===== config.mk =====
export PLATFORM = sky130hd
export DESIGN_NAME = dcsh_queue
export DESIGN_NICKNAME = d
export VERILOG_FILES = /design/src/rtl/dcsh_pkg.sv /design/src/rtl/dcsh_queue.sv
export SDC_FILE = /design/constraint.sdc
export NUM_CORES = 1
export LEC_CHECK = 0
export BUFFER_PORTS_ARGS = -buffer_cell sky130_fd_sc_hd__buf_2
export CAP_MARGIN = 20
export CORE_UTILIZATION = 50
export DETAILED_ROUTE_END_ITERATION = 10
export GPL_ROUTABILITY_DRIVEN = 0
export GPL_TIMING_DRIVEN = 0
export PLACE_DENSITY = 0.8
export SYNTH_ARGS = -nofsm -noshare
export SYNTH_HDL_FRONTEND = slang
export SYNTH_SLANG_ARGS = --single-unit
export TNS_END_PERCENT = 20

===== constraint.sdc =====
create_clock -name clk -period 15.7 [get_ports clk]
set_clock_uncertainty 0.2 [all_clocks]
set_input_delay 3.14 -clock clk [delete_from_list [all_inputs] [get_ports clk]]
set_output_delay 3.14 -clock clk [all_outputs]
set_load 0.03 [all_outputs]

===== src/rtl/dcsh_pkg.sv =====
// Shared constants, types and helper functions for the ducking channel strip.
package dcsh_pkg;

    // Storage sizing
    localparam int CHANNELS    = 16;
    localparam int DELAY_DEPTH = 2048;
    localparam int CH_W        = (CHANNELS > 1) ? $clog2(CHANNELS) : 1;
    localparam int PTR_W       = $clog2(DELAY_DEPTH);
    localparam int QUEUE_DEPTH = 4;
    localparam int QPTR_W      = $clog2(QUEUE_DEPTH);
    localparam int QCNT_W      = $clog2(QUEUE_DEPTH + 1);

    // Fixed-point constants (Q2.14 samples, 10 V = 16384)
    localparam int ONE_Q14        = 16384;
    localparam int ONE_Q28        = 1 << 28;
    localparam int TRIG_HIGH_CODE = 1639;
    localparam int LEVEL_MAX      = 32768;
    localparam int DUCK_MAX       = 16384;
    localparam int DPROD_W        = 29;

    // Configuration register indexes
    localparam int REG_IDX_W = 2;
    localparam logic [REG_IDX_W-1:0] REG_LEVEL_GAIN    = 2'd0;
    localparam logic [REG_IDX_W-1:0] REG_DUCK_AMOUNT   = 2'd1;
    localparam logic [REG_IDX_W-1:0] REG_DELAY_SAMPLES = 2'd2;

    // Configuration as seen by the datapath, already saturated and clamped
    typedef struct packed {
        logic [15:0]      level_gain;
        logic [14:0]      duck_amount;
        logic [PTR_W-1:0] delay;
    } cfg_t;

    // One classified word passed from the front end to the back end
    typedef struct packed {
        logic signed [15:0] left;
        logic signed [15:0] right;
        logic signed [15:0] chain_left;
        logic signed [15:0] chain_right;
        logic [DPROD_W-1:0] duck_prod;
        logic [14:0]        level_cv;
        logic               muted;
    } entry_t;

    // Clamp a control voltage to the range 0 .. 10 V (Q1.14).
    function automatic logic [14:0] clamp_cv(input logic signed [15:0] v);
        logic [14:0] r;
        if (v < 16'sd0)
            r = '0;
        else if (v > 16'sd16384)
            r = 15'(ONE_Q14);
        else
            r = v[14:0];
        return r;
    endfunction

    // Clamp the delay register to the usable length of a delay line.
    function automatic logic [PTR_W-1:0] clamp_delay(input logic [10:0] d);
        logic [PTR_W-1:0] r;
        if (d == 11'd0)
            r = PTR_W'(1);
        else if (int'(d) > DELAY_DEPTH - 1)
            r = PTR_W'(DELAY_DEPTH - 1);
        else
            r = PTR_W'(d);
        return r;
    endfunction

    // Saturate a sum to a 16-bit sample.
    function automatic logic signed [15:0] sat16(input logic signed [19:0] x);
        logic signed [15:0] r;
        if (x > 20'sd32767)
            r = 16'sh7FFF;
        else if (x < -20'sd32768)
            r = 16'sh8000;
        else
            r = x[15:0];
        return r;
    endfunction

endpackage


===== src/rtl/dcsh_queue.sv =====
// Small register queue between the front end and the back end.
module dcsh_queue (
    input  logic            clk,
    input  logic            rst_n,
    input  logic            push,
    input  dcsh_pkg::entry_t push_data,
    output logic            full,
    input  logic            pop,
    output dcsh_pkg::entry_t head,
    output logic            empty
);
    import dcsh_pkg::*;

    entry_t            slot_reg [QUEUE_DEPTH];
    logic [QPTR_W-1:0] wr_ptr_reg, wr_ptr_next;
    logic [QPTR_W-1:0] rd_ptr_reg, rd_ptr_next;
    logic [QCNT_W-1:0] count_reg, count_next;
    logic              do_push, do_pop;

    // Status and handshake qualification
    assign full    = (count_reg == QCNT_W'(QUEUE_DEPTH));
    assign empty   = (count_reg == '0);
    assign do_push = push && !full;
    assign do_pop  = pop && !empty;
    assign head    = slot_reg[rd_ptr_reg];

    // Pointer and count updates, wrapping at the queue depth
    always_comb
    begin
        wr_ptr_next = wr_ptr_reg;
        rd_ptr_next = rd_ptr_reg;
        count_next  = count_reg;
        if (do_push)
        begin
            wr_ptr_next = (wr_ptr_reg == QPTR_W'(QUEUE_DEPTH - 1)) ? '0 : wr_ptr_reg + 1'b1;
        end
        if (do_pop)
        begin
            rd_ptr_next = (rd_ptr_reg == QPTR_W'(QUEUE_DEPTH - 1)) ? '0 : rd_ptr_reg + 1'b1;
        end
        if (do_push && !do_pop)
        begin
            count_next = count_reg + 1'b1;
        end
        else if (do_pop && !do_push)
        begin
            count_next = count_reg - 1'b1;
        end
    end

    always_ff @(posedge clk or negedge rst_n)
    begin
        if (!rst_n)
        begin
            wr_ptr_reg <= '0;
            rd_ptr_reg <= '0;
            count_reg  <= '0;
        end
        else
        begin
            wr_ptr_reg <= wr_ptr_next;
            rd_ptr_reg <= rd_ptr_next;
            count_reg  <= count_next;
        end
    end

    // Storage slots carry no reset.
    always_ff @(posedge clk)
    begin
        if (do_push)
        begin
            slot_reg[wr_ptr_reg] <= push_data;
        end
    end

endmodule


==> metrics.txt <==
vias in the first global route 7911; Synth Area per Inst 26.7 sq um; post-synth cell types 21; clk sinks 443; DR iter-0 viols ~450; fmax approximately 180 MHz; design area 0.0195 sq mm; syn_nets between 700 and 800; DRC violations left 0; Synth Cell Area 0.0162 sq mm; WL/cell approximately 23 microns; status finished, final reports clean; post-DP HPWL ~19 mm; FP Rows 65; largest net degree at the start of global routing 56; setup TNS 0 ns; CTS H-Tree Depth 2; max incr delay on CP 0.54 ns; remaining antenna violation count 0; filler cell count 2173; Clk Latency, worst-skew pair 0.53 ns; WL final 29.9 mm; core area 0.0317 sq mm; Primary FF master, synth edfxtp_1; cts hold-fix bufs 0; CTS tree done; I/O pin count 224; GRT Overall Usage between 10% and 20%; worst-path cell chain buf_4, clkbuf_1, mux4_2, buf_2; dpl ws 10.40 ns; minimum clock period 5.68 ns; DR vias ~7.2k; crit path kind reg2out; Synth area leaders edfxtp_1, mux4_2, dfrtp_1; Die W 182 microns; number of flip-flops in the largest register 436; hold path cells 1; final setup fails 0; Tcrit/Tclk final roughly 36%; Setup WS post-layout 10.02 ns; Die Area 0.0331 sq mm; post-synthesis cell count 606; Seq/Total Area, Yosys slightly above 80%; Post-CTS Resized 0; I/O Buffers 223; Initial Utilization 51.0%; layout cells sized above 1 between 40% and 50%; clock transition at the registers of the reported paths approximately 0.060 ns; final net count between 1k and 1.5k; Slowest cell on crit path clkbuf_1; VDD IR max 117 uV; worst-margin pin slew ~0.90 ns; share of Yosys cell area claimed by the top area cell type 81.0%; RSZ-0062 raised after global routing false; Final Max Slew Viols 0; clock buffer count from CTS 44; CP arrival about 2.3 ns; clk buf depth 3; Hold Crit Class reg2reg; crit end category output port; Register-to-Register Path Depth 4; crit-path max FO 10; P_leak ~6.7 nW; postcts setup bufs 0; Critical Path RT 12.36 ns; Post-Place Cell Area 0.0180 sq mm; YS warnings 0; Via-to-Cell Ratio about 5.4; P&R area growth vs syn 20.6%; Root Driver clkbuf_16; first-pass GRT wire length 45.6 mm; Final Hold Vio Count 0; Max-slew headroom 40.2%; #FFs+latches synth 443; element type at the critical path start flip-flop; # Max-Cap Violations 0; cell taking the most area after synthesis edfxtp_1; first-pass detailed-route iteration total 4; power per cell area 207 mW/mm^2; Post-synth EDFFs between 400 and 500; post-synthesis async set-or-reset flop share 1.58%; die height 182 microns; initial antenna violation count 6; grt ovf 0
==> power breakdown <==
part           internal [mW]  leakage [nW]  switching [mW]  total, mW
combinational          0.514          1.90           0.877       1.39
sequential              1.56          4.08          0.0555       1.61
clock                  0.622         0.690           0.411       1.03
total                   2.69          6.67            1.34       4.04
==> synthesized netlist by cell type, types with 2 or more instances <==
cell type and count:
and2_1 3, buf_2 7, buf_4 3, buf_6 10, clkbuf_1 4, dfrtp_1 7, edfxtp_1 436, ha_1 6
inv_1 3, mux2_2 4, mux4_2 109, nor2_1 3, nor3_1 2, xor2_1 2
==> worst paths after layout <==
| path | slack (ns) | from | end |
|---|---|---|---|
| hold / removal | 0.34 | count_reg[2]$_DFFE_PN0P_ | count_reg[2]$_DFFE_PN0P_ |
| max in group asynchronous | 12.91 | rst_n | count_reg[1]$_DFFE_PN0P_ |
| setup reg to reg | 13.04 | count_reg[2]$_DFFE_PN0P_ | slot_reg[1][54]$_DFFE_PP_ |
| hold reg to reg | 0.34 | count_reg[2]$_DFFE_PN0P_ | count_reg[2]$_DFFE_PN0P_ |
| min in group asynchronous | 2.23 | rst_n | wr_ptr_reg[0]$_DFFE_PN0P_ |
| setup / recovery | 10.02 | rd_ptr_reg[1]$_DFFE_PN0P_ | head[26] |
==> layout make-up <==
| cell class | count | area (sq um) | area share [%] |
|---|---|---|---|
| clock inverters | 25 | 268 | 1.37 |
| well taps | 402 | 503 | 2.58 |
| flip-flops and latches | 443 | 13300 | 68.1 |
| repair buffers | 233 | 1360 | 6.98 |
| diodes | 5 | 12.5 | 0.0642 |
| plain buffers | 24 | 185 | 0.950 |
| multi-input cells | 136 | 2720 | 14.0 |
| clock buffers | 55 | 1160 | 5.97 |
| inverters | 3 | 11.3 | 0.0578 |
==> worst max-delay path: cells and delay by family, from the launching register on <==
kind     cells  cell delay, ns
buf+inv      3            0.97
mux          1            0.44
flops        1            0.38
==> through the flow <==
stage	cells	total power [mW]	hold slack, ns	util, %
2_1_floorplan	606	2.64	0.293	-
3_3_place_gp	1231	3.04	0.308	56.1
3_5_place_dp	1241	3.05	0.317	56.9
4_1_cts	1321	4.10	0.336	61.4
5_1_grt	1324	4.21	0.365	61.4
6_report	1326	4.04	0.342	61.5
==> logic make-up after synthesis <==
logic type | share of synthesized area, %
AO/OA/AOI/OAI | 0.124
XOR/XNOR | 0.163
adder cells (fa/ha/maj) | 0.588
buffers and inverters | 1.21
flip-flops | 82.0
multiplexers | 15.5
AND/OR/NAND/NOR | 0.402
==> per-layer routing <==
metal | vias up | GRT usage [%] | share of wire (%)
met5 | - | 0 | 0.087
met1 | 3744 | 23.2 | 41
met3 | 60 | 5.33 | 6.9
li1 | 3201 | - | -
met2 | 215 | 31.1 | 50
met4 | 4 | 5.59 | 2.3
==> placed cells by master, fill, tap and decap left out, types with 2 or more instances in the layout <==
cell,n
edfxtp_1,436
and2_4,3
buf_16,6
dfrtp_1,7
clkbuf_1,14
diode_2,5
mux2_2,4
buf_12,4
buf_6,10
buf_4,3
nor2_1,2
clkinv_1,14
clkinv_2,2
ha_1,6
clkbuf_16,45
inv_6,2
nor3_1,2
buf_2,230
bufinv_16,6
inv_1,3
mux4_2,109
xor2_1,2
Power figures use the tool's default switching activity.
