**src/rtl/dcsh_pkg.sv**
```systemverilog
// Shared constants, types and helper functions for the ducking channel strip.
package dcsh_pkg;

    // Storage sizing
    localparam int CHANNELS    = 16;
    localparam int DELAY_DEPTH = 2048;
    localparam int CH_W        = (CHANNELS > 1) ? $clog2(CHANNELS) : 1;
    localparam int PTR_W       = $clog2(DELAY_DEPTH);
    localparam int QUEUE_DEPTH = 4;
    localparam int QPTR_W      = $clog2(QUEUE_DEPTH);
    localparam int QCNT_W      = $clog2(QUEUE_DEPTH + 1);

    // Fixed-point constants (Q2.14 samples, 10 V = 16384)
    localparam int ONE_Q14        = 16384;
    localparam int ONE_Q28        = 1 << 28;
    localparam int TRIG_HIGH_CODE = 1639;
    localparam int LEVEL_MAX      = 32768;
    localparam int DUCK_MAX       = 16384;
    localparam int DPROD_W        = 29;

    // Configuration register indexes
    localparam int REG_IDX_W = 2;
    localparam logic [REG_IDX_W-1:0] REG_LEVEL_GAIN    = 2'd0;
    localparam logic [REG_IDX_W-1:0] REG_DUCK_AMOUNT   = 2'd1;
    localparam logic [REG_IDX_W-1:0] REG_DELAY_SAMPLES = 2'd2;

    // Configuration as seen by the datapath, already saturated and clamped
    typedef struct packed {
        logic [15:0]      level_gain;
        logic [14:0]      duck_amount;
        logic [PTR_W-1:0] delay;
    } cfg_t;

    // One classified word passed from the front end to the back end
    typedef struct packed {
        logic signed [15:0] left;
        logic signed [15:0] right;
        logic signed [15:0] chain_left;
        logic signed [15:0] chain_right;
        logic [DPROD_W-1:0] duck_prod;
        logic [14:0]        level_cv;
        logic               muted;
    } entry_t;

    // Clamp a control voltage to the range 0 .. 10 V (Q1.14).
    function automatic logic [14:0] clamp_cv(input logic signed [15:0] v);
        logic [14:0] r;
        if (v < 16'sd0)
            r = '0;
        else if (v > 16'sd16384)
            r = 15'(ONE_Q14);
        else
            r = v[14:0];
        return r;
    endfunction

    // Clamp the delay register to the usable length of a delay line.
    function automatic logic [PTR_W-1:0] clamp_delay(input logic [10:0] d);
        logic [PTR_W-1:0] r;
        if (d == 11'd0)
            r = PTR_W'(1);
        else if (int'(d) > DELAY_DEPTH - 1)
            r = PTR_W'(DELAY_DEPTH - 1);
        else
            r = PTR_W'(d);
        return r;
    endfunction

    // Saturate a sum to a 16-bit sample.
    function automatic logic signed [15:0] sat16(input logic signed [19:0] x);
        logic signed [15:0] r;
        if (x > 20'sd32767)
            r = 16'sh7FFF;
        else if (x < -20'sd32768)
            r = 16'sh8000;
        else
            r = x[15:0];
        return r;
    endfunction

endpackage

```
**src/rtl/dcsh_back.sv**
```systemverilog
// Back end: gain computation, scaling, chain sum and saturation.
module dcsh_back (
    input  logic               clk,
    input  logic               rst_n,
    input  dcsh_pkg::cfg_t     cfg,
    input  logic               q_empty,
    output logic               q_pop,
    input  dcsh_pkg::entry_t   q_head,
    output logic               empty,
    input  logic               pop,
    output logic signed [15:0] left_out,
    output logic signed [15:0] right_out,
    output logic               mute_led
);
    import dcsh_pkg::*;

    logic advance;
    logic b1_v_reg, b2_v_reg, b3_v_reg, out_v_reg;

    // Stage 1: sidechain factor and level product
    logic [29:0] trip;
    logic [28:0] sc28;
    logic [29:0] sc28_rnd;
    logic [30:0] lvl_prod;
    logic [14:0] b1_sc14_reg;
    logic [29:0] b1_plvl_reg;
    entry_t      b1_reg;

    // Stage 2: combined gain, Q2.28
    logic [29:0] plvl_rnd;
    logic [15:0] g14;
    logic [29:0] b2_gain_reg;
    entry_t      b2_reg;

    // Stage 3: lane products
    logic signed [46:0] b3_pl_reg, b3_pr_reg;
    entry_t             b3_reg;

    // Stage 4: rounding, mute and chain sum
    logic signed [46:0] pl_rnd, pr_rnd;
    logic signed [18:0] lsc, rsc;

    // The whole pipeline moves when the output register is free or popped.
    assign advance = !out_v_reg || pop;
    assign q_pop   = advance && !q_empty;
    assign empty   = !out_v_reg;

    assign trip     = 30'(q_head.duck_prod) + {q_head.duck_prod, 1'b0};
    assign sc28     = (trip >= 30'(ONE_Q28)) ? '0 : 29'(30'(ONE_Q28) - trip);
    assign sc28_rnd = 30'(sc28) + 30'(1 << 13);
    assign lvl_prod = 31'(cfg.level_gain) * 31'(q_head.level_cv);

    assign plvl_rnd = b1_plvl_reg + 30'(1 << 13);
    assign g14      = plvl_rnd[29:14];

    assign pl_rnd = b3_pl_reg + 47'sd134217728;
    assign pr_rnd = b3_pr_reg + 47'sd134217728;
    assign lsc    = b3_reg.muted ? 19'sd0 : pl_rnd[46:28];
    assign rsc    = b3_reg.muted ? 19'sd0 : pr_rnd[46:28];

    always_ff @(posedge clk or negedge rst_n)
    begin
        if (!rst_n)
        begin
            b1_v_reg  <= 1'b0;
            b2_v_reg  <= 1'b0;
            b3_v_reg  <= 1'b0;
            out_v_reg <= 1'b0;
        end
        else if (advance)
        begin
            b1_v_reg  <= !q_empty;
            b2_v_reg  <= b1_v_reg;
            b3_v_reg  <= b2_v_reg;
            out_v_reg <= b3_v_reg;
        end
    end

    // Datapath registers carry no reset.
    always_ff @(posedge clk)
    begin
        if (advance)
        begin
            b1_reg      <= q_head;
            b1_sc14_reg <= sc28_rnd[28:14];
            b1_plvl_reg <= lvl_prod[29:0];

            b2_reg      <= b1_reg;
            b2_gain_reg <= 30'(g14) * 30'(b1_sc14_reg);

            b3_reg    <= b2_reg;
            b3_pl_reg <= 47'(b2_reg.left) * 47'($signed({1'b0, b2_gain_reg}));
            b3_pr_reg <= 47'(b2_reg.right) * 47'($signed({1'b0, b2_gain_reg}));

            left_out  <= sat16(20'(lsc) + 20'(b3_reg.chain_left));
            right_out <= sat16(20'(rsc) + 20'(b3_reg.chain_right));
            mute_led  <= b3_reg.muted;
        end
    end

endmodule

```
**config.mk**
```make
export PLATFORM = sky130hd
export DESIGN_NAME = dcsh_back
export DESIGN_NICKNAME = d
export VERILOG_FILES = /design/src/rtl/dcsh_pkg.sv /design/src/rtl/dcsh_back.sv
export SDC_FILE = /design/constraint.sdc
export NUM_CORES = 2
export LEC_CHECK = 0
export ABC_CLOCK_PERIOD_IN_PS = 13680
export BUFFER_PORTS_ARGS = -buffer_cell sky130_fd_sc_hd__buf_4
export CAP_MARGIN = 5
export CORE_MARGIN = 2
export CORE_UTILIZATION = 55
export DETAILED_ROUTE_END_ITERATION = 6
export PLACE_DENSITY = 0.71
export SLEW_MARGIN = 20
export SYNTH_ARGS = -nofsm -noshare
export SYNTH_HDL_FRONTEND = slang
export SYNTH_SLANG_ARGS = --single-unit
```
**constraint.sdc**
```tcl
create_clock -name clk -period 13.68 [get_ports clk]
set_input_delay 0.684 -clock clk [delete_from_list [all_inputs] [get_ports clk]]
set_output_delay 0.684 -clock clk [all_outputs]
set_load 0.05 [all_outputs]
```
==> results.json <==
{
  "drive_gt1_share_pct": 5.63,
  "r2r_cells": 24,
  "maxSlewHeadroom_pct": 21.1,
  "regArea_um2": 9050,
  "synthTopCellsByCount": "inv_1, fa_1, nand2_1",
  "fin_crit_sh_pct": 61.4,
  "overflow": 0,
  "place_inst": 7553,
  "numCtsBuffers": 38,
  "die_y_um": 332,
  "synth_flop_cell": "edfxtp_1",
  "yosysWarnings": 0,
  "period_minus_slack_ps": 8400,
  "firstDrtPassIters": 6,
  "ant_nets": 0,
  "wl_per_cell_um": 17.8,
  "synth.distinct_cells": 90,
  "grt_pass1_vias": 44060,
  "syn_inst": 6177,
  "vias_per_cell": 5.40,
  "critPathSlowestCell": "inv_1",
  "yosysMostFrequentCell": "inv_1",
  "h-tree-depth": 2,
  "cts_tree": "built",
  "clock_latency_ps": 610,
  "cp.arrival_ps": 8760,
  "cap_violations": 0,
  "crit_top_cell": "fa_1",
  "slew_viol_final": 0,
  "area.growth.synth_to_final_pct": 6.65,
  "cts_root_buffer": "clkbuf_16",
  "skew_ps": 25.9,
  "synth-async-reset-ratio_pct": 1.32,
  "ys_ff_latch": 302,
  "route.met3.wl_um": 9620,
  "ioPinCount": 190,
  "met1_length_um": 55300,
  "syn_avg_cell_area_um2": 9.57,
  "crit_chain": "buf_4, inv_1, nor2_1, fa_1, fa_1, fa_1, fa_1, fa_1, inv_1, fa_1, inv_1, ha_1, nand3_1, a2111oi_0, o21ai_0, a21oi_1, o21ai_0, a211oi_1, o211a_1, o21a_1, o21a_1, or3_1, a31oi_1, xnor2_1",
  "grt_setup_unrepaired": "false",
  "worst_ep_required_time_ps": 14040,
  "start_util_pct": 55.3,
  "hold_ws_ps": 245,
  "synth_top_area_cell": "fa_1",
  "antenna_found_initial": 1,
  "row_count": 120,
  "fin_nets": 8029,
  "syn-num-nets": 8014,
  "design.core.area_um2": 107000,
  "ctsResizeCount": 0,
  "yosysTopAreaCellShare_pct": 38.5,
  "die_x_um": 332,
  "dr_wl_met2_um": 67500,
  "synth_edf_count": 298,
  "fmax_ghz": 0.119,
  "highest_layer": "met5",
  "worst-setup-path-type": "flip-flop to flip-flop",
  "grt_pass1_wl_um": 226000,
  "place_hpwl_um": 99400,
  "diodes": 0,
  "finalSetupTns_ps": 0,
  "end_kind": "flip-flop",
  "synth_area_leaders": "fa_1, edfxtp_1, ha_1, inv_1, and2_1",
  "syn_area_um2": 59100,
  "hold_buffers": 1,
  "multi_input_area_um2": 43900,
  "critPathLaunchType": "flip-flop",
  "hp-class": "primary input to flip-flop",
  "tightest_slew_ps": 1180,
  "drtIter0Drc": 2636,
  "clkSlewWorstSetupHoldPaths_ps": 70,
  "postLayoutCoreUtil_pct": 59.0,
  "status": "complete, no violations",
  "drc": 0,
  "grt_max_degree": 186,
  "post_cts_buffers": 0,
  "synth_seq_area_share_pct": 15.3,
  "io_buffers": 163,
  "wl_um": 136000,
  "max_stage_delay_ps": 840,
  "cts.sinks": 302,
  "vias": 41185,
  "dieArea_um2": 110000,
  "grt_usage_pct": 25.6,
  "crit_path_max_fanout": 23,
  "clockBufferDepth": 3,
  "setup_viol": 0,
  "hold_violations": 0,
  "whs_path_depth": 1,
  "place_congestion": 0.924,
  "fillCellCount": 9144,
  "fin_cells": 7623
}
==> final timing paths <==
check,start,to,slack (ps)
max,b2_reg[92],b3_pr_reg[46],5280
min in group asynchronous,rst_n,out_v_reg,440
max reg2reg,b2_reg[92],b3_pr_reg[46],5280
min,q_head[83],b1_reg[83],250
min reg2reg,b1_reg[108],b2_reg[108],410
max in group asynchronous,rst_n,b1_v_reg,13140
==> placed cells by master, fill, tap and decap left out, types with 12 or more instances in the layout <==
master,instances
nand3_1,49
a211oi_1,12
o21bai_1,12
a21oi_1,108
a21o_1,75
nand2b_1,29
ha_1,544
o21a_1,31
a31oi_1,12
buf_4,239
xor2_1,81
nand4_1,25
edfxtp_1,298
nor3_1,46
and3_1,16
inv_1,1359
or3_1,18
nor2_1,186
nand2_1,788
o21ai_0,91
xnor2_1,120
and2_1,681
nor2b_1,25
fa_1,1138
clkbuf_16,38
==> cell families (layout without fill, tap and decap cells) <==
| group | after synthesis | count (layout) | synth area share (%) |
|---|---|---|---|
| compound gates | 436 | 436 | 4.89 |
| xor+xnor | 201 | 201 | 2.98 |
| mux | 6 | 6 | 0.106 |
| fa+ha+maj | 1682 | 1682 | 50.1 |
| flops | 302 | 302 | 15.3 |
| buf+inv | 1627 | 1670 | 10.4 |
| simple gates | 1923 | 1923 | 16.3 |
==> cell type report <==
cell class	instances	area share, %
clock inverter	28	0.607
sequential	302	14.4
tap	1403	2.78
timing repair buffer	242	2.92
clock buffer	40	1.52
multi-input combinational	4248	69.7
inverter	1360	8.11
==> metal layers <==
metal | vias up | global-route usage, %
li1 | 18741 | -
met1 | 20881 | 34.0
met2 | 1325 | 44.0
met3 | 236 | 3.50
met4 | 2 | 7.47
met5 | - | 0
==> critical path, delay by kind of cell, from the launching register on <==
| kind | cells | cell delay, ps |
|---|---|---|
| xor gates and xnor gates | 1 | 130 |
| DFF | 1 | 360 |
| and+or+nand+nor | 3 | 390 |
| AOI/OAI and AO/OA | 9 | 2940 |
| buffers and inverters | 4 | 1130 |
| adders and majority gates | 7 | 3190 |
==> through the flow <==
stage | instance area (µm²) | setup WS (ps)
finish | 63000 | 5280
global route | 63000 | 4920
CTS | 63000 | 5250
detailed placement | 61700 | 5270
global placement | 61700 | 5340
floorplan | 59100 | 6420
Power is not shown: default switching activity piles up to over one toggle a cycle in this logic, so the estimate is an artifact.
